--- config.mk ---
export PLATFORM = sky130hd
export DESIGN_NAME = mlp_value_mem
export DESIGN_NICKNAME = d
export VERILOG_FILES = /design/src/rtl/core/mlp_inference_engine_core_defines.svh /design/src/rtl/core/mlp_pkg.sv /design/src/rtl/core/mlp_value_mem.sv
export SDC_FILE = /design/constraint.sdc
export NUM_CORES = 1
export LEC_CHECK = 0
export BUFFER_PORTS_ARGS = -buffer_cell sky130_fd_sc_hd__buf_2
export CORE_AREA = 4 4 266 268
export CTS_CLUSTER_SIZE = 24
export DETAILED_ROUTE_END_ITERATION = 6
export DIE_AREA = 0 0 270 272
export PLACE_DENSITY = 0.7
export SLEW_MARGIN = 20
export SYNTH_ARGS = -nofsm -noshare
export SYNTH_HDL_FRONTEND = slang
export SYNTH_SLANG_ARGS = --single-unit
--- constraint.sdc ---
create_clock -name clk -period 4.6 [get_ports clk]
set_clock_uncertainty 0.15 [all_clocks]
set_input_delay 0.23 -clock clk [delete_from_list [all_inputs] [get_ports clk]]
set_output_delay 0.23 -clock clk [all_outputs]
set_load 0.01 [all_outputs]
--- src/rtl/core/mlp_inference_engine_core_defines.svh ---
// Assertion macros used by mlp_inference_engine_core.
`ifndef MLP_INFERENCE_ENGINE_CORE_DEFINES_SVH
`define MLP_INFERENCE_ENGINE_CORE_DEFINES_SVH

`ifndef SYNTH

// Same-cycle implication, checked at every rising edge outside reset.
`define MLP_ASSERT_IMP(lbl, clk, rst_n, ante, cons, msg) \
	lbl: assert property (@(posedge clk) disable iff (!rst_n) (ante) |-> (cons)) \
		else $error(msg);

// Next-cycle implication, checked at every rising edge outside reset.
`define MLP_ASSERT_NXT(lbl, clk, rst_n, ante, cons, msg) \
	lbl: assert property (@(posedge clk) disable iff (!rst_n) (ante) |=> (cons)) \
		else $error(msg);

`else

`define MLP_ASSERT_IMP(lbl, clk, rst_n, ante, cons, msg)
`define MLP_ASSERT_NXT(lbl, clk, rst_n, ante, cons, msg)

`endif

`endif

--- src/rtl/core/mlp_pkg.sv ---
`default_nettype none

package mlp_pkg;

	localparam int DATA_W = 16;
	localparam int PRED_W = 24;
	localparam int FRAC_W = 12;

	// Request commands.
	localparam logic [1:0] CMD_WEIGHT  = 2'd0;
	localparam logic [1:0] CMD_BIAS    = 2'd1;
	localparam logic [1:0] CMD_FEATURE = 2'd2;

	// Configuration register indexes.
	localparam logic [0:0] CFG_ACTIVE_WIDTH = 1'b0;
	localparam logic [0:0] CFG_LAYER_COUNT  = 1'b1;

	localparam logic [4:0] ACTIVE_WIDTH_RST = 5'd16;
	localparam logic [3:0] LAYER_COUNT_RST  = 4'd1;

	// Activation window in Q.24: kept when strictly between -1.0 and 2.0.
	localparam int ACT_LO = -16777216;
	localparam int ACT_HI = 33554432;

	localparam int PRED_MAX = 8388607;
	localparam int PRED_MIN = -8388608;

	typedef enum logic [2:0] {
		ST_IDLE,
		ST_MAC,
		ST_DRAIN,
		ST_SUM,
		ST_SUM_WAIT,
		ST_RESULT
	} eng_state_t;

	// Control that travels with one multiply-accumulate issue.
	typedef struct packed {
		logic valid;
		logic first;
		logic last;
		logic from_feat;
		logic bank;
	} mac_tag_t;

endpackage

`default_nettype wire

--- src/rtl/core/mlp_value_mem.sv ---
`default_nettype none

module mlp_value_mem
	import mlp_pkg::*;
#(
	parameter int MAX_WIDTH = 16,
	localparam int IW = (MAX_WIDTH > 1) ? $clog2(MAX_WIDTH) : 1,
	localparam int VAW = $clog2(2 * MAX_WIDTH)
) (
	input  wire logic                     clk,
	input  wire logic                     f_we,
	input  wire logic [IW-1:0]            f_waddr,
	input  wire logic signed [DATA_W-1:0] f_wdata,
	input  wire logic [IW-1:0]            f_raddr,
	output logic signed [DATA_W-1:0]      f_rdata,
	input  wire logic                     v_we,
	input  wire logic [VAW-1:0]           v_waddr,
	input  wire logic signed [DATA_W-1:0] v_wdata,
	input  wire logic [VAW-1:0]           v_raddr,
	output logic signed [DATA_W-1:0]      v_rdata
);

	// Features, and two banks of node values that alternate per layer.
	logic [DATA_W-1:0] feature_mem [MAX_WIDTH];
	logic [DATA_W-1:0] value_mem [2 * MAX_WIDTH];

	always_ff @(posedge clk) begin
		if (f_we) begin
			feature_mem[f_waddr] <= f_wdata;
		end
		f_rdata <= feature_mem[f_raddr];
	end

	always_ff @(posedge clk) begin
		if (v_we) begin
			value_mem[v_waddr] <= v_wdata;
		end
		v_rdata <= value_mem[v_raddr];
	end

endmodule

`default_nettype wire

==> results.yml <==
finish:
  drive_above_1_share_pct: 18.46
  fin_cells: 2653
  final_nets: 1760
  num_antenna_cells: 0
  fillers: 5301
  syn_to_final_growth_pct: 15.10
synthesis:
  synthCells: 1536
  synth_edf_count: 768
  ys_seq_area_share_pct: 77.73
  synth_seq_cells: 800
  ys.flop_type: "edfxtp_1"
  ys_warn_count: 0
  syn_area_um2: 30490
  yosysUniqueCellTypes: 28
  synth_area_per_cell_um2: 19.85
  synthArstFlopShare_pct: 0
  synthesis.nets: 1589
detailed_routing:
  vias: 15140
  firstDrtPassIters: 5
  routedWlPerCell_um: 25.34
  viasPerCell: 5.706
  drc_errors: 0
  drt_iter0_drc: 1441
  routed_wl_um: 67240
  ant_nets: 0
job:
  cap_viol_max_count: 0
global_route:
  first_global_vias: 15490
  grt_antenna_before_repair: 2
  grt_first_pass_wirelength_um: 99640
  grt_max_degree: 89
  track_usage_pct: 17.99
  grt_overflow: 0
setup_path:
  crit_type: "input pin to flop"
  path_depth: 7
  rrSetupSlack_ns: 2.77
  crit_family: "buffers and inverters"
  crit_path_start_kind: "input pin"
  max_stage_delay_ns: 0.91
  r2r-end: "v_rdata[5]"
  worstPathCellList: "buf_2, nor2b_4, buf_4, a22oi_1, nand4_1, dlygate4sd3_1, nand3_1"
  path_buf_inv: 3
  endpoint_kind: "flop"
  slowest_stage: "nor2b_4"
  crit_arrival_ns: 2.80
  crit_required_ns: 4.93
  reg2reg_from: "value_mem[1][5]"
  r2r_cells: 5
  cp_max_fo: 36
cts:
  cts_buffers: 81
  htreeDepth: 3
  clock-sinks: 800
  clockBufferDepth: 3
  cts_tree: "built"
  cts_root_buf: "clkbuf_16"
  clkTransAtPathRegs_ns: 0.06
  post_cts.repair.setup_buffers: 0
  clkLatencyLatePin_ns: 0.63
power_and_ir_drop:
  powerDensity_nw_per_um2: 439.4
  p_leak_uw: 0.01202
  ir_worst_vdd_mv: 0.3031
timing:
  setup_viol: 0
  final_max_slew_viol_count: 0
  tightestPinTransition_ns: 1.106
  finalSetupTns_ns: 0
  fin_crit_ns: 2.465
  fmax_mhz: 405.6
  finalCritPeriodShare_pct: 53.59
  relSlewSlack_pct: 26.13
  hold_violations: 0
  grt_setup_unrepaired: "no"
place:
  numPortBuffers: 84
  place_congestion: 0.8398
  place_inst: 2476
  dp.final_hpwl_um: 39300
hold_path:
  min_path_type: "input pin to flop"
  holdPathStages: 1
  hold_end: "value_mem[21][6]"
  min-delay-start: "v_wdata[6]"
floorplanning:
  die_h_um: 272
  coreArea_um2: 68350
  start_util_pct: 44.62
  die_w_um: 270
  io_pins: 85
  die_area_um2: 73440
  rows: 96
outcome:
  status: "complete, no violations"
worst max path at each step:
stage,startpoint,endpoint,slack [ns]
2_1_floorplan,f_waddr[3],feature_mem[0][0],2.16
3_3_place_gp,v_raddr[2],v_rdata[15],1.67
3_5_place_dp,v_raddr[2],v_rdata[10],1.64
4_1_cts,f_waddr[3],feature_mem[0][2],2.17
5_1_grt,v_raddr[2],v_rdata[0],2.09
6_report,v_raddr[2],v_rdata[0],2.13
sequential cells by signal, summed over array words and instances, names as in the netlist:
register	count
feature_mem	256
value_mem	512
v_rdata	16
f_rdata	16
Yosys cell counts (all sizes together), types with 26 or more instances:
cell	count	area [um^2]
a21oi	32	160.2
a22o	32	280.3
a22oi	64	480.5
buf	59	354.1
clkbuf	26	97.59
dfxtp	32	640.6
edfxtp	768	23060
mux2i	256	2562
mux4	80	1937
nand2	34	127.6
nand3	35	175.2
nor2	46	172.7
repair_timing:
action	in CTS	in global routing
hold endpoints to repair	349	0
hold buffers	30	0
gates resized for setup	0	0
kinds of logic after synthesis:
kind of cell    after synthesis  synth area share [%]
buf+inv                      85                 1.481
simple gates                171                 2.688
mux                         336                 14.75
compound gates              144                 3.348
flops                       800                 77.73
routing by layer:
metal | GRT usage [%] | share of wire [%]
met2 | 30.44 | 50
met3 | 3.453 | 6.5
met1 | 23.93 | 41
met5 | 0 | 0
met4 | 5.283 | 2.7
metrics by stage:
| step | worst slack [ns] | util, % | hold WS, ns | area [um^2] | power, uW |
|---|---|---|---|---|---|
| 6_report | 2.135 | 51.35 | 0.01423 | 35100 | 15420 |
| 5_1_grt | 2.095 | 51.35 | 0.01323 | 35100 | 15910 |
| 4_1_cts | 2.168 | 51.35 | 0.003325 | 35100 | 15530 |
| 3_5_place_dp | 1.635 | 47.05 | 0.4471 | 32150 | 9081 |
| 3_3_place_gp | 1.670 | 47.01 | 0.4368 | 32130 | 9055 |
| 2_1_floorplan | 2.165 | - | 0.1789 | 30490 | 8732 |
report_power, final:
group          switching (uW)  internal, uW
logic                     490           289
registers                47.3          8120
clock network            2700          3780
cells in the final DEF, fill, tap and decap left out, types with 2 or more instances in the layout:
cell type | netlist | routed
clkinvlp_4 | 0 | 2
clkinv_16 | 0 | 2
bufinv_16 | 0 | 7
a22o_1 | 32 | 32
clkbuf_8 | 0 | 6
or3b_2 | 4 | 4
a22oi_1 | 64 | 64
nor2b_4 | 0 | 2
nand4_1 | 16 | 16
edfxtp_1 | 768 | 768
clkinv_2 | 0 | 10
nor2_2 | 0 | 12
nand2_1 | 34 | 34
nand3_1 | 35 | 35
buf_4 | 5 | 56
nor3_1 | 20 | 16
clkbuf_16 | 0 | 81
dfxtp_1 | 32 | 32
nor2_1 | 46 | 33
a21oi_1 | 32 | 32
clkinv_1 | 0 | 8
nand3b_1 | 7 | 7
mux4_2 | 44 | 44
dlygate4sd3_1 | 0 | 30
nor3_2 | 0 | 4
clkbuf_1 | 26 | 24
nand2b_1 | 4 | 4
a31oi_1 | 16 | 16
buf_12 | 1 | 3
mux4_1 | 36 | 36
buf_2 | 39 | 82
inv_6 | 0 | 4
mux2i_1 | 256 | 256
area by class of cell:
cell class	count	area, um^2	share of cell area, %
clock inverter	36	445.4	1.269
sequential	800	23700	67.53
timing repair buffer	173	1234	3.515
tap	882	1104	3.144
multi-input combinational	651	6414	18.27
clock buffer	111	2200	6.267
No activity file was read; power rests on OpenSTA's default activity.
