## src/rtl/core/mlp_inference_engine_core_defines.svh

```systemverilog
// Assertion macros used by mlp_inference_engine_core.
`ifndef MLP_INFERENCE_ENGINE_CORE_DEFINES_SVH
`define MLP_INFERENCE_ENGINE_CORE_DEFINES_SVH

`ifndef SYNTH

// Same-cycle implication, checked at every rising edge outside reset.
`define MLP_ASSERT_IMP(lbl, clk, rst_n, ante, cons, msg) \
	lbl: assert property (@(posedge clk) disable iff (!rst_n) (ante) |-> (cons)) \
		else $error(msg);

// Next-cycle implication, checked at every rising edge outside reset.
`define MLP_ASSERT_NXT(lbl, clk, rst_n, ante, cons, msg) \
	lbl: assert property (@(posedge clk) disable iff (!rst_n) (ante) |=> (cons)) \
		else $error(msg);

`else

`define MLP_ASSERT_IMP(lbl, clk, rst_n, ante, cons, msg)
`define MLP_ASSERT_NXT(lbl, clk, rst_n, ante, cons, msg)

`endif

`endif

```

## src/rtl/core/mlp_pkg.sv

```systemverilog
`default_nettype none

package mlp_pkg;

	localparam int DATA_W = 16;
	localparam int PRED_W = 24;
	localparam int FRAC_W = 12;

	// Request commands.
	localparam logic [1:0] CMD_WEIGHT  = 2'd0;
	localparam logic [1:0] CMD_BIAS    = 2'd1;
	localparam logic [1:0] CMD_FEATURE = 2'd2;

	// Configuration register indexes.
	localparam logic [0:0] CFG_ACTIVE_WIDTH = 1'b0;
	localparam logic [0:0] CFG_LAYER_COUNT  = 1'b1;

	localparam logic [4:0] ACTIVE_WIDTH_RST = 5'd16;
	localparam logic [3:0] LAYER_COUNT_RST  = 4'd1;

	// Activation window in Q.24: kept when strictly between -1.0 and 2.0.
	localparam int ACT_LO = -16777216;
	localparam int ACT_HI = 33554432;

	localparam int PRED_MAX = 8388607;
	localparam int PRED_MIN = -8388608;

	typedef enum logic [2:0] {
		ST_IDLE,
		ST_MAC,
		ST_DRAIN,
		ST_SUM,
		ST_SUM_WAIT,
		ST_RESULT
	} eng_state_t;

	// Control that travels with one multiply-accumulate issue.
	typedef struct packed {
		logic valid;
		logic first;
		logic last;
		logic from_feat;
		logic bank;
	} mac_tag_t;

endpackage

`default_nettype wire

```

## src/rtl/core/mlp_mac_unit.sv

```systemverilog
`default_nettype none

module mlp_mac_unit
	import mlp_pkg::*;
#(
	parameter int MAX_WIDTH = 16,
	localparam int IW = (MAX_WIDTH > 1) ? $clog2(MAX_WIDTH) : 1,
	localparam int AW = 2 * DATA_W + $clog2(MAX_WIDTH + 1) + 1
) (
	input  wire logic                     clk,
	input  wire logic                     arst_n,
	input  wire mac_tag_t                 tag_s1,
	input  wire logic [IW-1:0]            node_s1,
	input  wire logic signed [DATA_W-1:0] w_rdata,
	input  wire logic signed [DATA_W-1:0] b_rdata,
	input  wire logic signed [DATA_W-1:0] f_rdata,
	input  wire logic signed [DATA_W-1:0] v_rdata,
	output logic                          vw_we,
	output logic                          vw_bank,
	output logic [IW-1:0]                 vw_node,
	output logic signed [DATA_W-1:0]      vw_data,
	output logic                          idle
);

	localparam logic signed [AW-1:0] LIM_LO = AW'(ACT_LO);
	localparam logic signed [AW-1:0] LIM_HI = AW'(ACT_HI);

	mac_tag_t                   tag_s2, tag_s3;
	logic [IW-1:0]              node_s2, node_s3, node_s4;
	logic signed [DATA_W-1:0]   prev;
	logic signed [2*DATA_W-1:0] prod;
	logic signed [2*DATA_W-1:0] prod_s3;
	logic signed [DATA_W-1:0]   bias_s3;
	logic signed [AW-1:0]       acc_q, acc_base, acc_sum, fin_acc_s4;
	logic                       fin_v_s4, bank_s4;

	// Memory data for the issued request arrives in the cycle after the issue.
	assign prev = tag_s2.from_feat ? f_rdata : v_rdata;
	assign prod = w_rdata * prev;

	assign acc_base = tag_s3.first ? (AW'(bias_s3) <<< FRAC_W) : acc_q;
	assign acc_sum  = acc_base + AW'(prod_s3);

	always_ff @(posedge clk or negedge arst_n) begin
		if (!arst_n) begin
			tag_s2   <= '0;
			tag_s3   <= '0;
			fin_v_s4 <= 1'b0;
		end else begin
			tag_s2   <= tag_s1;
			tag_s3   <= tag_s2;
			fin_v_s4 <= tag_s3.valid && tag_s3.last;
		end
	end

	always_ff @(posedge clk) begin
		node_s2 <= node_s1;
		node_s3 <= node_s2;
		prod_s3 <= prod;
		bias_s3 <= b_rdata;
		if (tag_s3.valid) begin
			acc_q <= acc_sum;
		end
		if (tag_s3.valid && tag_s3.last) begin
			fin_acc_s4 <= acc_sum;
			node_s4    <= node_s3;
			bank_s4    <= tag_s3.bank;
		end
	end

	// Activation: floor to Q4.12 inside the window, zero outside it.
	always_comb begin
		vw_we   = fin_v_s4;
		vw_bank = bank_s4;
		vw_node = node_s4;
		if (fin_acc_s4 > LIM_LO && fin_acc_s4 < LIM_HI) begin
			vw_data = fin_acc_s4[FRAC_W+DATA_W-1:FRAC_W];
		end else begin
			vw_data = '0;
		end
	end

	assign idle = !tag_s2.valid && !tag_s3.valid && !fin_v_s4;

endmodule

`default_nettype wire

```

## config.mk

```make
export PLATFORM = sky130hd
export DESIGN_NAME = mlp_mac_unit
export DESIGN_NICKNAME = d
export VERILOG_FILES = /design/src/rtl/core/mlp_inference_engine_core_defines.svh /design/src/rtl/core/mlp_pkg.sv /design/src/rtl/core/mlp_mac_unit.sv
export SDC_FILE = /design/constraint.sdc
export NUM_CORES = 1
export LEC_CHECK = 0
export BUFFER_PORTS_ARGS = -buffer_cell sky130_fd_sc_hd__buf_2
export CAP_MARGIN = 10
export CORE_ASPECT_RATIO = 1.25
export CORE_UTILIZATION = 49
export DETAILED_ROUTE_END_ITERATION = 10
export MAX_ROUTING_LAYER = met4
export PLACE_DENSITY = 0.66
export SYNTH_ARGS = -nofsm -noshare
export SYNTH_HDL_FRONTEND = slang
export SYNTH_SLANG_ARGS = --single-unit
export TNS_END_PERCENT = 20
```

## constraint.sdc

```tcl
create_clock -name clk -period 14 [get_ports clk]
set_clock_uncertainty 0.05 [all_clocks]
set_input_delay 2.8 -clock clk [delete_from_list [all_inputs] [get_ports clk]]
set_output_delay 2.8 -clock clk [all_outputs]
set_load 0.02 [all_outputs]
```

==> impl_metrics.csv, run 1 <==
group,metric,value,unit
run_status,outcome,"complete, no violations",
setup_path,cp.buffers_inverters,4,
synthesis,avgSynthCellArea,10.1,um2
floorplanning,core,32700,um2
timing,finalCritPeriodShare,62.0,%
clock_tree,cts_resized,0,
timing,relSlewSlack,30.1,%
clock_tree,clk_pin_slew,0.06,ns
synthesis,synthTopCellsByArea,"fa_1, edfxtp_1, ha_1",
synthesis,ys_warn_count,0,
setup_path,cp_slowest_cell,"fa_1",
cells_and_area,final_common_cell,"inv_1",
setup_path,crit_chain,"buf_2 -> mux2_2 -> nand2_1 -> fa_1 -> fa_1 -> fa_1 -> fa_1 -> inv_1 -> fa_1 -> inv_1 -> fa_1 -> inv_1 -> ha_1 -> a2111oi_2 -> o211ai_1 -> nand3_1 -> o31ai_1 -> a41oi_1 -> o21ai_1 -> a311oi_1 -> xnor2_1",
synthesis,synth_cell_types,61,
clock_tree,postCtsSetupBuffers,0,
routing,drc,0,
setup_path,crit_path_end_kind,"flip-flop",
global_route,busiest_layer,"met2",
synthesis,syn-instance-count,1605,
timing,hold_viol,0,
clock_tree,cts_tree,"done",
routing,vias_per_cell,5.13,
setup_path,crit_family,"adder cells",
routing,num_vias,10845,
floorplanning,initial_utilization,49.8,%
global_route,gr-total-overflow,0,
synthesis,ys_ff_latch,147,
cells_and_area,layout-drive-gt1-share,10.7,%
floorplanning,rows,74,
setup_path,critPathKind,"primary input to flip-flop",
setup_path,crit_arrival,8.94,ns
synthesis,async_flop_share,6.80,%
setup_path,cpPeakStageDelay,0.58,ns
cells_and_area,num-fill-cells,2898,
placed_design,io_buffers,97,
synthesis,synth_edf_count,81,
timing,max_freq,115,MHz
global_route,antenna_found_initial,0,
clock_tree,cts_buffers,17,
global_route,use_met1,27.7,%
timing,finalSetupViolCount,0,
placed_design,gp_congestion,0.905,
floorplanning,die_w,165,um
setup_path,path_max_fanout,16,
timing,rsz0062_at_grt,"false",
routing,wire_per_inst,16.4,um
global_route,grt_pass1_wl,58700,um
job,maxCapViolCount,0,
timing,drv_slew,0,
clock_tree,holdBufCountCts,0,
routing,first_pass_iters,5,
routing,ant_nets,0,
cells_and_area,nets,2142,
cells_and_area,area_growth,9.16,%
synthesis,synth_top_area_share,32.3,%
clock_tree,cts_root_buf,"clkbuf_16",
timing,fin_setup_tns,0,ns
setup_path,crit_top_cell,"fa_1",
cells_and_area,layout_common_cells,"inv_1, fa_1, nand2_1",
synthesis,syn-num-nets,2062,
synthesis,syn-cell-area,16300,um2
cells_and_area,fin_util,54.4,%
global_route,grtUsageTotal,22.9,%
global_route,use_met2,39.9,%
timing,tightest_slew,1.05,ns
synthesis,yosys_most_used_dff,"edfxtp_1",
global_route,grt_pass1_vias,12017,
floorplanning,die-area,34000,um2
placed_design,dp_hpwl,28300,um
timing,fin_crit,8.69,ns
routing,drtIter0Drc,508,
setup_path,start_kind,"primary input",
floorplanning,die_height,206,um
synthesis,yosys.area.top_type,"fa_1",
global_route,use_met3,2.47,%
clock_tree,cts_buffer_depth,2,
routing,wl,34600,um
worst_hold_path,hp-class,"flip-flop to flip-flop",
synthesis,ys_seq_area_share,23.4,%
clock_tree,clkSinkCount,147,
clock_tree,cts_max_level,4,
setup_path,worst-endpoint-required,14.25,ns
cells_and_area,num_antenna_cells,0,
global_route,grt_max_degree,45,
clock_tree,clk_latency,0.42,ns
floorplanning,pin_count,98,
-- logic make-up after synthesis --
logic type | count (synthesis) | synth area share (%)
and+or+nand+nor | 404 | 12.8
buffers and inverters | 385 | 8.89
adders and majority gates | 382 | 41.5
AOI/OAI and AO/OA | 183 | 7.50
DFF | 147 | 23.4
xor gates and xnor gates | 71 | 3.82
muxes | 33 | 2.23
-- worst paths after layout --
| kind | cells past startpoint | slack (ns) | to | start |
|---|---|---|---|---|
| max | 21 | 5.31 | prod_s3[31]$_DFF_P_ | f_rdata[1] |
| min | 0 | 0.28 | node_s3[1]$_DFF_P_ | node_s2[1]$_DFF_P_ |
| max reg2reg | 20 | 6.52 | prod_s3[31]$_DFF_P_ | tag_s2[1]$_DFF_PN0_ |
| min reg2reg | 0 | 0.28 | node_s3[1]$_DFF_P_ | node_s2[1]$_DFF_P_ |
| max in group asynchronous | 1 | 11.47 | tag_s3[2]$_DFF_PN0_ | arst_n |
| min in group asynchronous | 1 | 2.20 | tag_s2[1]$_DFF_PN0_ | arst_n |
-- registers in the layout, indices dropped and copies added, names as in the netlist --
register	count
tag_s2	5
vw_bank	1
vw_node	4
tag_s3	4
fin_acc_s4	38
node_s3	4
prod_s3	32
vw_we	1
acc_q	38
node_s2	4
bias_s3	16
-- synth_stat cells (10+ instances only) --
cell type	count
fa_1	263
nor2_1	44
dfxtp_1	56
nor3_1	13
nand2_1	133
ha_1	119
xnor2_1	49
clkbuf_1	39
edfxtp_1	81
inv_1	342
mux2_2	26
a21oi_1	49
nor2b_1	70
nand2b_1	18
o21a_1	11
o21ai_0	24
a21o_1	36
xor2_1	22
and2_1	82
dfrtp_1	10
-- through the flow --
step                      std cells  hold slack (ns)  instance area [um2]  worst slack [ns]
after floorplan                1605            0.260                16300              5.35
after global placement         2084            0.262                17200              4.98
after detailed placement       2084            0.265                17200              4.91
after CTS                      2116            0.282                17800              5.35
after global routing           2116            0.296                17800              5.03
final                          2116            0.279                17800              5.31
-- worst reg2reg max path, delay by kind of cell (launching register included) --
kind            cells  cell delay, ns
flops               1            1.03
compound gates      6            1.80
fa+ha+maj           7            3.31
xor+xnor            1            0.11
mux                 1            0.57
buf+inv             3            0.14
simple gates        2            0.35
-- layer usage --
metal / share of wire (%) / vias to the layer above / routed length [um]
li1: - / 5184 / -
met1: 43 / 5347 / 15000
met2: 50 / 259 / 17400
met3: 4.0 / 55 / 1370
met4: 2.5 / 0 / 867
met5: 0 / - / 0
-- area by class of cell --
type	instances	area [um2]	area share, %
clock buffers	18	429	2.41
multi-input cells	1073	11000	62.1
inverters	342	1280	7.22
flip-flops and latches	147	3800	21.4
well taps	418	523	2.94
clock inverters	14	166	0.936
repair buffers	104	538	3.03
Power of run 1 is not shown: default switching activity piles up to over one toggle a cycle in this logic, so the estimate is an artifact.
==> inputs of run 2 (changes only) <==
--- a/config.mk
+++ b/config.mk
@@ -5,6 +5,7 @@
 export SDC_FILE = /design/constraint.sdc
 export NUM_CORES = 1
 export LEC_CHECK = 0
+export ABC_AREA = 1
 export BUFFER_PORTS_ARGS = -buffer_cell sky130_fd_sc_hd__buf_2
 export CAP_MARGIN = 10
 export CORE_ASPECT_RATIO = 1.25
==> constraint.sdc (replaced) <==
create_clock -name clk -period 8 [get_ports clk]
set_clock_uncertainty 0.05 [all_clocks]
set_input_delay 1.6 -clock clk [delete_from_list [all_inputs] [get_ports clk]]
set_output_delay 1.6 -clock clk [all_outputs]
set_load 0.02 [all_outputs]
==> impl_metrics.csv, run 2 <==
group,metric,value,unit
synthesis,synthTopCellsByArea,"fa_1, edfxtp_1, inv_1",
setup_path,crit_path_end_kind,"flip-flop",
timing,finalCritPeriodShare,91.2,%
clock_tree,clkSinkCount,147,
floorplanning,die_height,217,um
setup_path,start_kind,"primary input",
synthesis,avgSynthCellArea,7.97,um2
routing,first_pass_iters,8,
global_route,grt_pass1_wl,82400,um
routing,drc,0,
synthesis,synthTopCellsByCount,"inv_1, nand2_1, fa_1",
clock_tree,cts_max_level,4,
routing,wl,51800,um
worst_hold_path,min_to,"node_s3[3]$_DFF_P_",
synthesis,ys_seq_area_share,21.0,%
global_route,grt_max_degree,43,
synthesis,syn-cell-area,18100,um2
synthesis,syn-num-nets,2731,
placed_design,placed_area,19200,um2
global_route,grtUsageTotal,29.7,%
routing,vias_per_cell,5.06,
cells_and_area,area_growth,8.94,%
timing,postLayoutSetupSlackWorst,0.705,ns
clock_tree,clk_pin_slew,0.06,ns
floorplanning,core,36400,um2
cells_and_area,fin_util,54.3,%
synthesis,yosysMostFrequentCell,"inv_1",
timing,hold_viol,0,
timing,drv_slew,0,
setup_path,worst-endpoint-required,8.28,ns
placed_design,io_buffers,97,
placed_design,gp_congestion,1.02,
synthesis,yosys_most_used_dff,"edfxtp_1",
setup_path,cp_slowest_cell,"o21ai_2",
floorplanning,rows,78,
setup_path,crit_top_cell,"fa_1",
floorplanning,die_w,174,um
cells_and_area,nets,2832,
cells_and_area,layout_common_cells,"inv_1, nand2_1, fa_1",
global_route,grt_pass1_vias,15590,
clock_tree,clk_latency,0.45,ns
setup_path,r2r_slack,0.81,ns
worst_hold_path,hp-class,"flip-flop to flip-flop",
clock_tree,cts_tree,"done",
clock_tree,cts_resized,0,
clock_tree,cts_buffers,17,
placed_design,dp_slack,0.219,ns
timing,fin_setup_tns,0,ns
run_status,outcome,"complete, no violations",
setup_path,r2r_start,"tag_s2[1]$_DFF_PN0_",
timing,rsz0062_at_grt,"false",
floorplanning,initial_utilization,49.8,%
setup_path,critPathKind,"primary input to flip-flop",
timing,tightest_slew,0.842,ns
routing,ant_nets,0,
synthesis,synth_cell_types,46,
synthesis,ys_warn_count,0,
timing,finalSetupViolCount,0,
synthesis,synth_edf_count,81,
setup_path,path_max_fanout,14,
floorplanning,pin_count,98,
timing,max_freq,137,MHz
routing,num_vias,14519,
clock_tree,postCtsSetupBuffers,0,
worst_hold_path,hold_depth,0,
global_route,antenna_found_initial,0,
synthesis,async_flop_share,6.80,%
setup_path,r2r_cells,22,
cells_and_area,reg_top3,"acc_q (38), fin_acc_s4 (38), prod_s3 (32)",
synthesis,syn-instance-count,2274,
setup_path,cpPeakStageDelay,0.64,ns
placed_design,dp_hpwl,44900,um
global_route,gr-total-overflow,0,
cells_and_area,fin_area,19800,um2
clock_tree,holdBufCountCts,0,
setup_path,r2r_end,"prod_s3[26]$_DFF_P_",
setup_path,crit_arrival,7.58,ns
timing,fin_crit,7.29,ns
floorplanning,die-area,37800,um2
timing,relSlewSlack,43.9,%
clock_tree,cts_buffer_depth,2,
job,maxCapViolCount,0,
worst_hold_path,min_from,"node_s2[3]$_DFF_P_",
routing,drtIter0Drc,780,
synthesis,synth_top_area_share,29.0,%
clock_tree,cts_root_buf,"clkbuf_16",
cells_and_area,final_common_cell,"inv_1",
cells_and_area,layout-drive-gt1-share,10.4,%
routing,wire_per_inst,18.1,um
synthesis,yosys.area.top_type,"fa_1",
synthesis,ys_ff_latch,147,
cells_and_area,num_antenna_cells,0,
setup_path,crit_chain,"buf_2 -> o21ai_2 -> inv_1 -> nand2_1 -> fa_1 -> inv_1 -> fa_1 -> fa_1 -> fa_1 -> fa_1 -> fa_1 -> ha_1 -> nand2_1 -> nor2_1 -> inv_1 -> nor3_1 -> nand3_1 -> nand4_1 -> nand2_1",
## run 2: cell count changes in the layout (fill, tap and decap cells not counted), moves of 13 or more
cell	previous run	this run
a21o_1	36	2
and2_1	81	0
inv_1	342	555
inv_2	0	15
nand2_1	133	520
nand2_2	1	21
nand2b_1	18	0
nand3_1	7	68
nand4_1	9	24
nor2_1	44	259
nor2b_1	70	0
or2_2	6	19
xnor2_1	49	7
## run 2: worst max-delay path by stage
stage	startpoint	endpoint	cells past startpoint
6_report	v_rdata[6]	prod_s3[27]$_DFF_P_	19
3_5_place_dp	v_rdata[6]	prod_s3[27]$_DFF_P_	19
3_3_place_gp	v_rdata[6]	prod_s3[27]$_DFF_P_	19
2_1_floorplan	w_rdata[15]	prod_s3[31]$_DFF_P_	25
4_1_cts	v_rdata[6]	prod_s3[27]$_DFF_P_	19
5_1_grt	tag_s2[1]$_DFF_PN0_	prod_s3[27]$_DFF_P_	20
## run 2: layer usage
layer  vias to the layer above  wire (um)  GRT usage (%)
li1                       6962          -              -
met1                      7018      19100           30.2
met2                       406      28300           56.8
met3                       133       1750           2.66
met4                         0       2660           14.4
met5                         -          0              -
## run 2: layout make-up
type                       instances  area, um2
multi-input combinational       1518      12000
fill                            3534      16700
inverter                         575       2160
clock inverter                    11       90.1
clock buffer                      21        482
timing repair buffer             116        628
sequential                       147       3800
tap                              480        601
## run 2: cells by family after synthesis
family,synth area share [%]
compound gates,3.62
buf+inv,12.9
mux,1.01
simple gates,22.3
fa+ha+maj,37.3
flops,21.0
xor+xnor,1.93
## run 2: per-stage QoR
stage	hold WS, ns	std cells
global route	0.290	2868
CTS	0.281	2868
floorplan	0.260	2274
global placement	0.262	2836
detailed placement	0.269	2836
finish	0.280	2868
## run 2: worst max-delay path, delay by kind of cell
| family | cells | cell delay [ns] |
|---|---|---|
| buf+inv | 4 | 0.56 |
| fa+ha+maj | 7 | 3.40 |
| compound gates | 1 | 0.64 |
| simple gates | 7 | 1.35 |
Power of run 2 is left out for the same reason.
==> inputs of run 3 (changes only) <==
--- a/config.mk
+++ b/config.mk
@@ -10,6 +10,7 @@
 export CAP_MARGIN = 10
 export CORE_ASPECT_RATIO = 1.25
 export CORE_UTILIZATION = 49
+export CTS_BUF_LIST = sky130_fd_sc_hd__clkbuf_8 sky130_fd_sc_hd__clkbuf_16
 export DETAILED_ROUTE_END_ITERATION = 10
 export MAX_ROUTING_LAYER = met4
 export PLACE_DENSITY = 0.66
==> impl_metrics.csv, run 3 (synthesis results as in run 2) <==
group,metric,value,unit
timing,postLayoutSetupSlackWorst,0.721,ns
job,maxCapViolCount,0,
setup_path,crit_path_end_kind,"flip-flop",
floorplanning,core,36400,um2
timing,finalSetupViolCount,0,
setup_path,crit_arrival,7.56,ns
timing,fin_crit,7.28,ns
timing,drv_slew,0,
clock_tree,clkSinkCount,147,
timing,relSlewSlack,43.9,%
worst_hold_path,hp-class,"flip-flop to flip-flop",
cells_and_area,num-fill-cells,3534,
timing,finalCritPeriodShare,91.0,%
global_route,gr-total-overflow,0,
placed_design,io_buffers,97,
routing,wire_per_inst,18.1,um
placed_design,dp_hpwl,44900,um
global_route,use_met1,30.2,%
clock_tree,cts_resized,0,
global_route,use_met3,2.66,%
floorplanning,die-area,37800,um2
routing,drc,0,
cells_and_area,num_antenna_cells,0,
setup_path,start_kind,"primary input",
timing,fin_setup_tns,0,ns
clock_tree,holdBufCountCts,0,
setup_path,worst-endpoint-required,8.28,ns
worst_hold_path,min_from,"node_s2[3]$_DFF_P_",
clock_tree,cts_buffer_depth,2,
cells_and_area,layout_common_cells,"inv_1, nand2_1, fa_1",
clock_tree,clk_pin_slew,0.06,ns
global_route,use_met2,56.8,%
global_route,antenna_found_initial,0,
clock_tree,postCtsSetupBuffers,0,
timing,hold_viol,0,
cells_and_area,reg_top3,"acc_q (38), fin_acc_s4 (38), prod_s3 (32)",
global_route,busiest_layer,"met2",
placed_design,dp_slack,0.219,ns
clock_tree,clk_latency,0.45,ns
setup_path,critPathKind,"primary input to flip-flop",
timing,tightest_slew,0.842,ns
run_status,outcome,"complete, no violations",
floorplanning,rows,78,
clock_tree,cts_buffers,17,
routing,num_vias,14524,
global_route,grt_pass1_vias,15590,
placed_design,gp_congestion,1.02,
clock_tree,cts_max_level,4,
clock_tree,cts_tree,"done",
cells_and_area,nets,2832,
routing,vias_per_cell,5.06,
setup_path,cp-startpoint,"v_rdata[6]",
routing,first_pass_iters,7,
floorplanning,die_w,174,um
routing,ant_nets,0,
routing,wl,51800,um
floorplanning,die_height,217,um
cells_and_area,area_growth,8.94,%
global_route,grt_pass1_wl,82400,um
timing,max_freq,137,MHz
timing,timing.hold.ws,0.280,ns
floorplanning,initial_utilization,49.8,%
cells_and_area,layout-drive-gt1-share,10.4,%
setup_path,r2r_start,"tag_s2[1]$_DFF_PN0_",
clock_tree,cts_root_buf,"clkbuf_16",
setup_path,path_max_fanout,14,
routing,drtIter0Drc,783,
floorplanning,pin_count,98,
global_route,grt_max_degree,43,
timing,rsz0062_at_grt,"false",
cells_and_area,final_common_cell,"inv_1",
global_route,grtUsageTotal,29.7,%
==> run 3: cell count changes in the layout (fill, tap and decap cells not counted), sizes merged <==
| cell | previous run | this run |
|---|---|---|
| inv | 576 | 577 |
| clkbuf | 21 | 20 |
==> run 3: layout make-up <==
type | instances | area, um2 | share of cell area [%]
inverters | 575 | 2160 | 10.9
multi-input cells | 1518 | 12000 | 60.7
clock buffers | 20 | 478 | 2.42
well taps | 480 | 601 | 3.04
flip-flops and latches | 147 | 3800 | 19.3
repair buffers | 116 | 628 | 3.18
clock inverters | 12 | 93.8 | 0.475
==> run 3: path summary, 6_finish.rpt <==
kind                                       end  slack, ns  cells past startpoint
setup reg to reg           prod_s3[26]$_DFF_P_       0.81                     22
min in group asynchronous      vw_we$_DFF_PN0_       0.94                      1
max in group asynchronous  tag_s2[3]$_DFF_PN0_       6.78                      1
hold reg to reg             node_s3[3]$_DFF_P_       0.28                      0
setup / recovery           prod_s3[27]$_DFF_P_       0.72                     19
hold / removal              node_s3[3]$_DFF_P_       0.28                      0
==> run 3: critical path: stages <==
cell and delay (ns):
buf_2 0.10, o21ai_2 0.64, inv_1 0.21, nand2_1 0.18, fa_1 0.42, inv_1 0.13
fa_1 0.61, fa_1 0.53, fa_1 0.58, fa_1 0.44, fa_1 0.44, ha_1 0.38
nand2_1 0.11, nor2_1 0.23, inv_1 0.11, nor3_1 0.35, nand3_1 0.24, nand4_1 0.16
nand2_1 0.07
==> run 3: through the flow <==
stage	cell area (um2)	util (%)	instances
finish	19800	54.3	2868
global placement	19200	52.7	2836
floorplan	18100	-	2274
CTS	19800	54.3	2868
global route	19800	54.3	2868
detailed placement	19200	52.7	2836
==> run 3: metal layers <==
metal | wire length, um | vias to the layer above
li1 | - | 6962
met1 | 19100 | 7025
met2 | 28300 | 408
met3 | 1760 | 129
met4 | 2650 | 0
met5 | 0 | -
Power of run 3 is left out for the same reason.
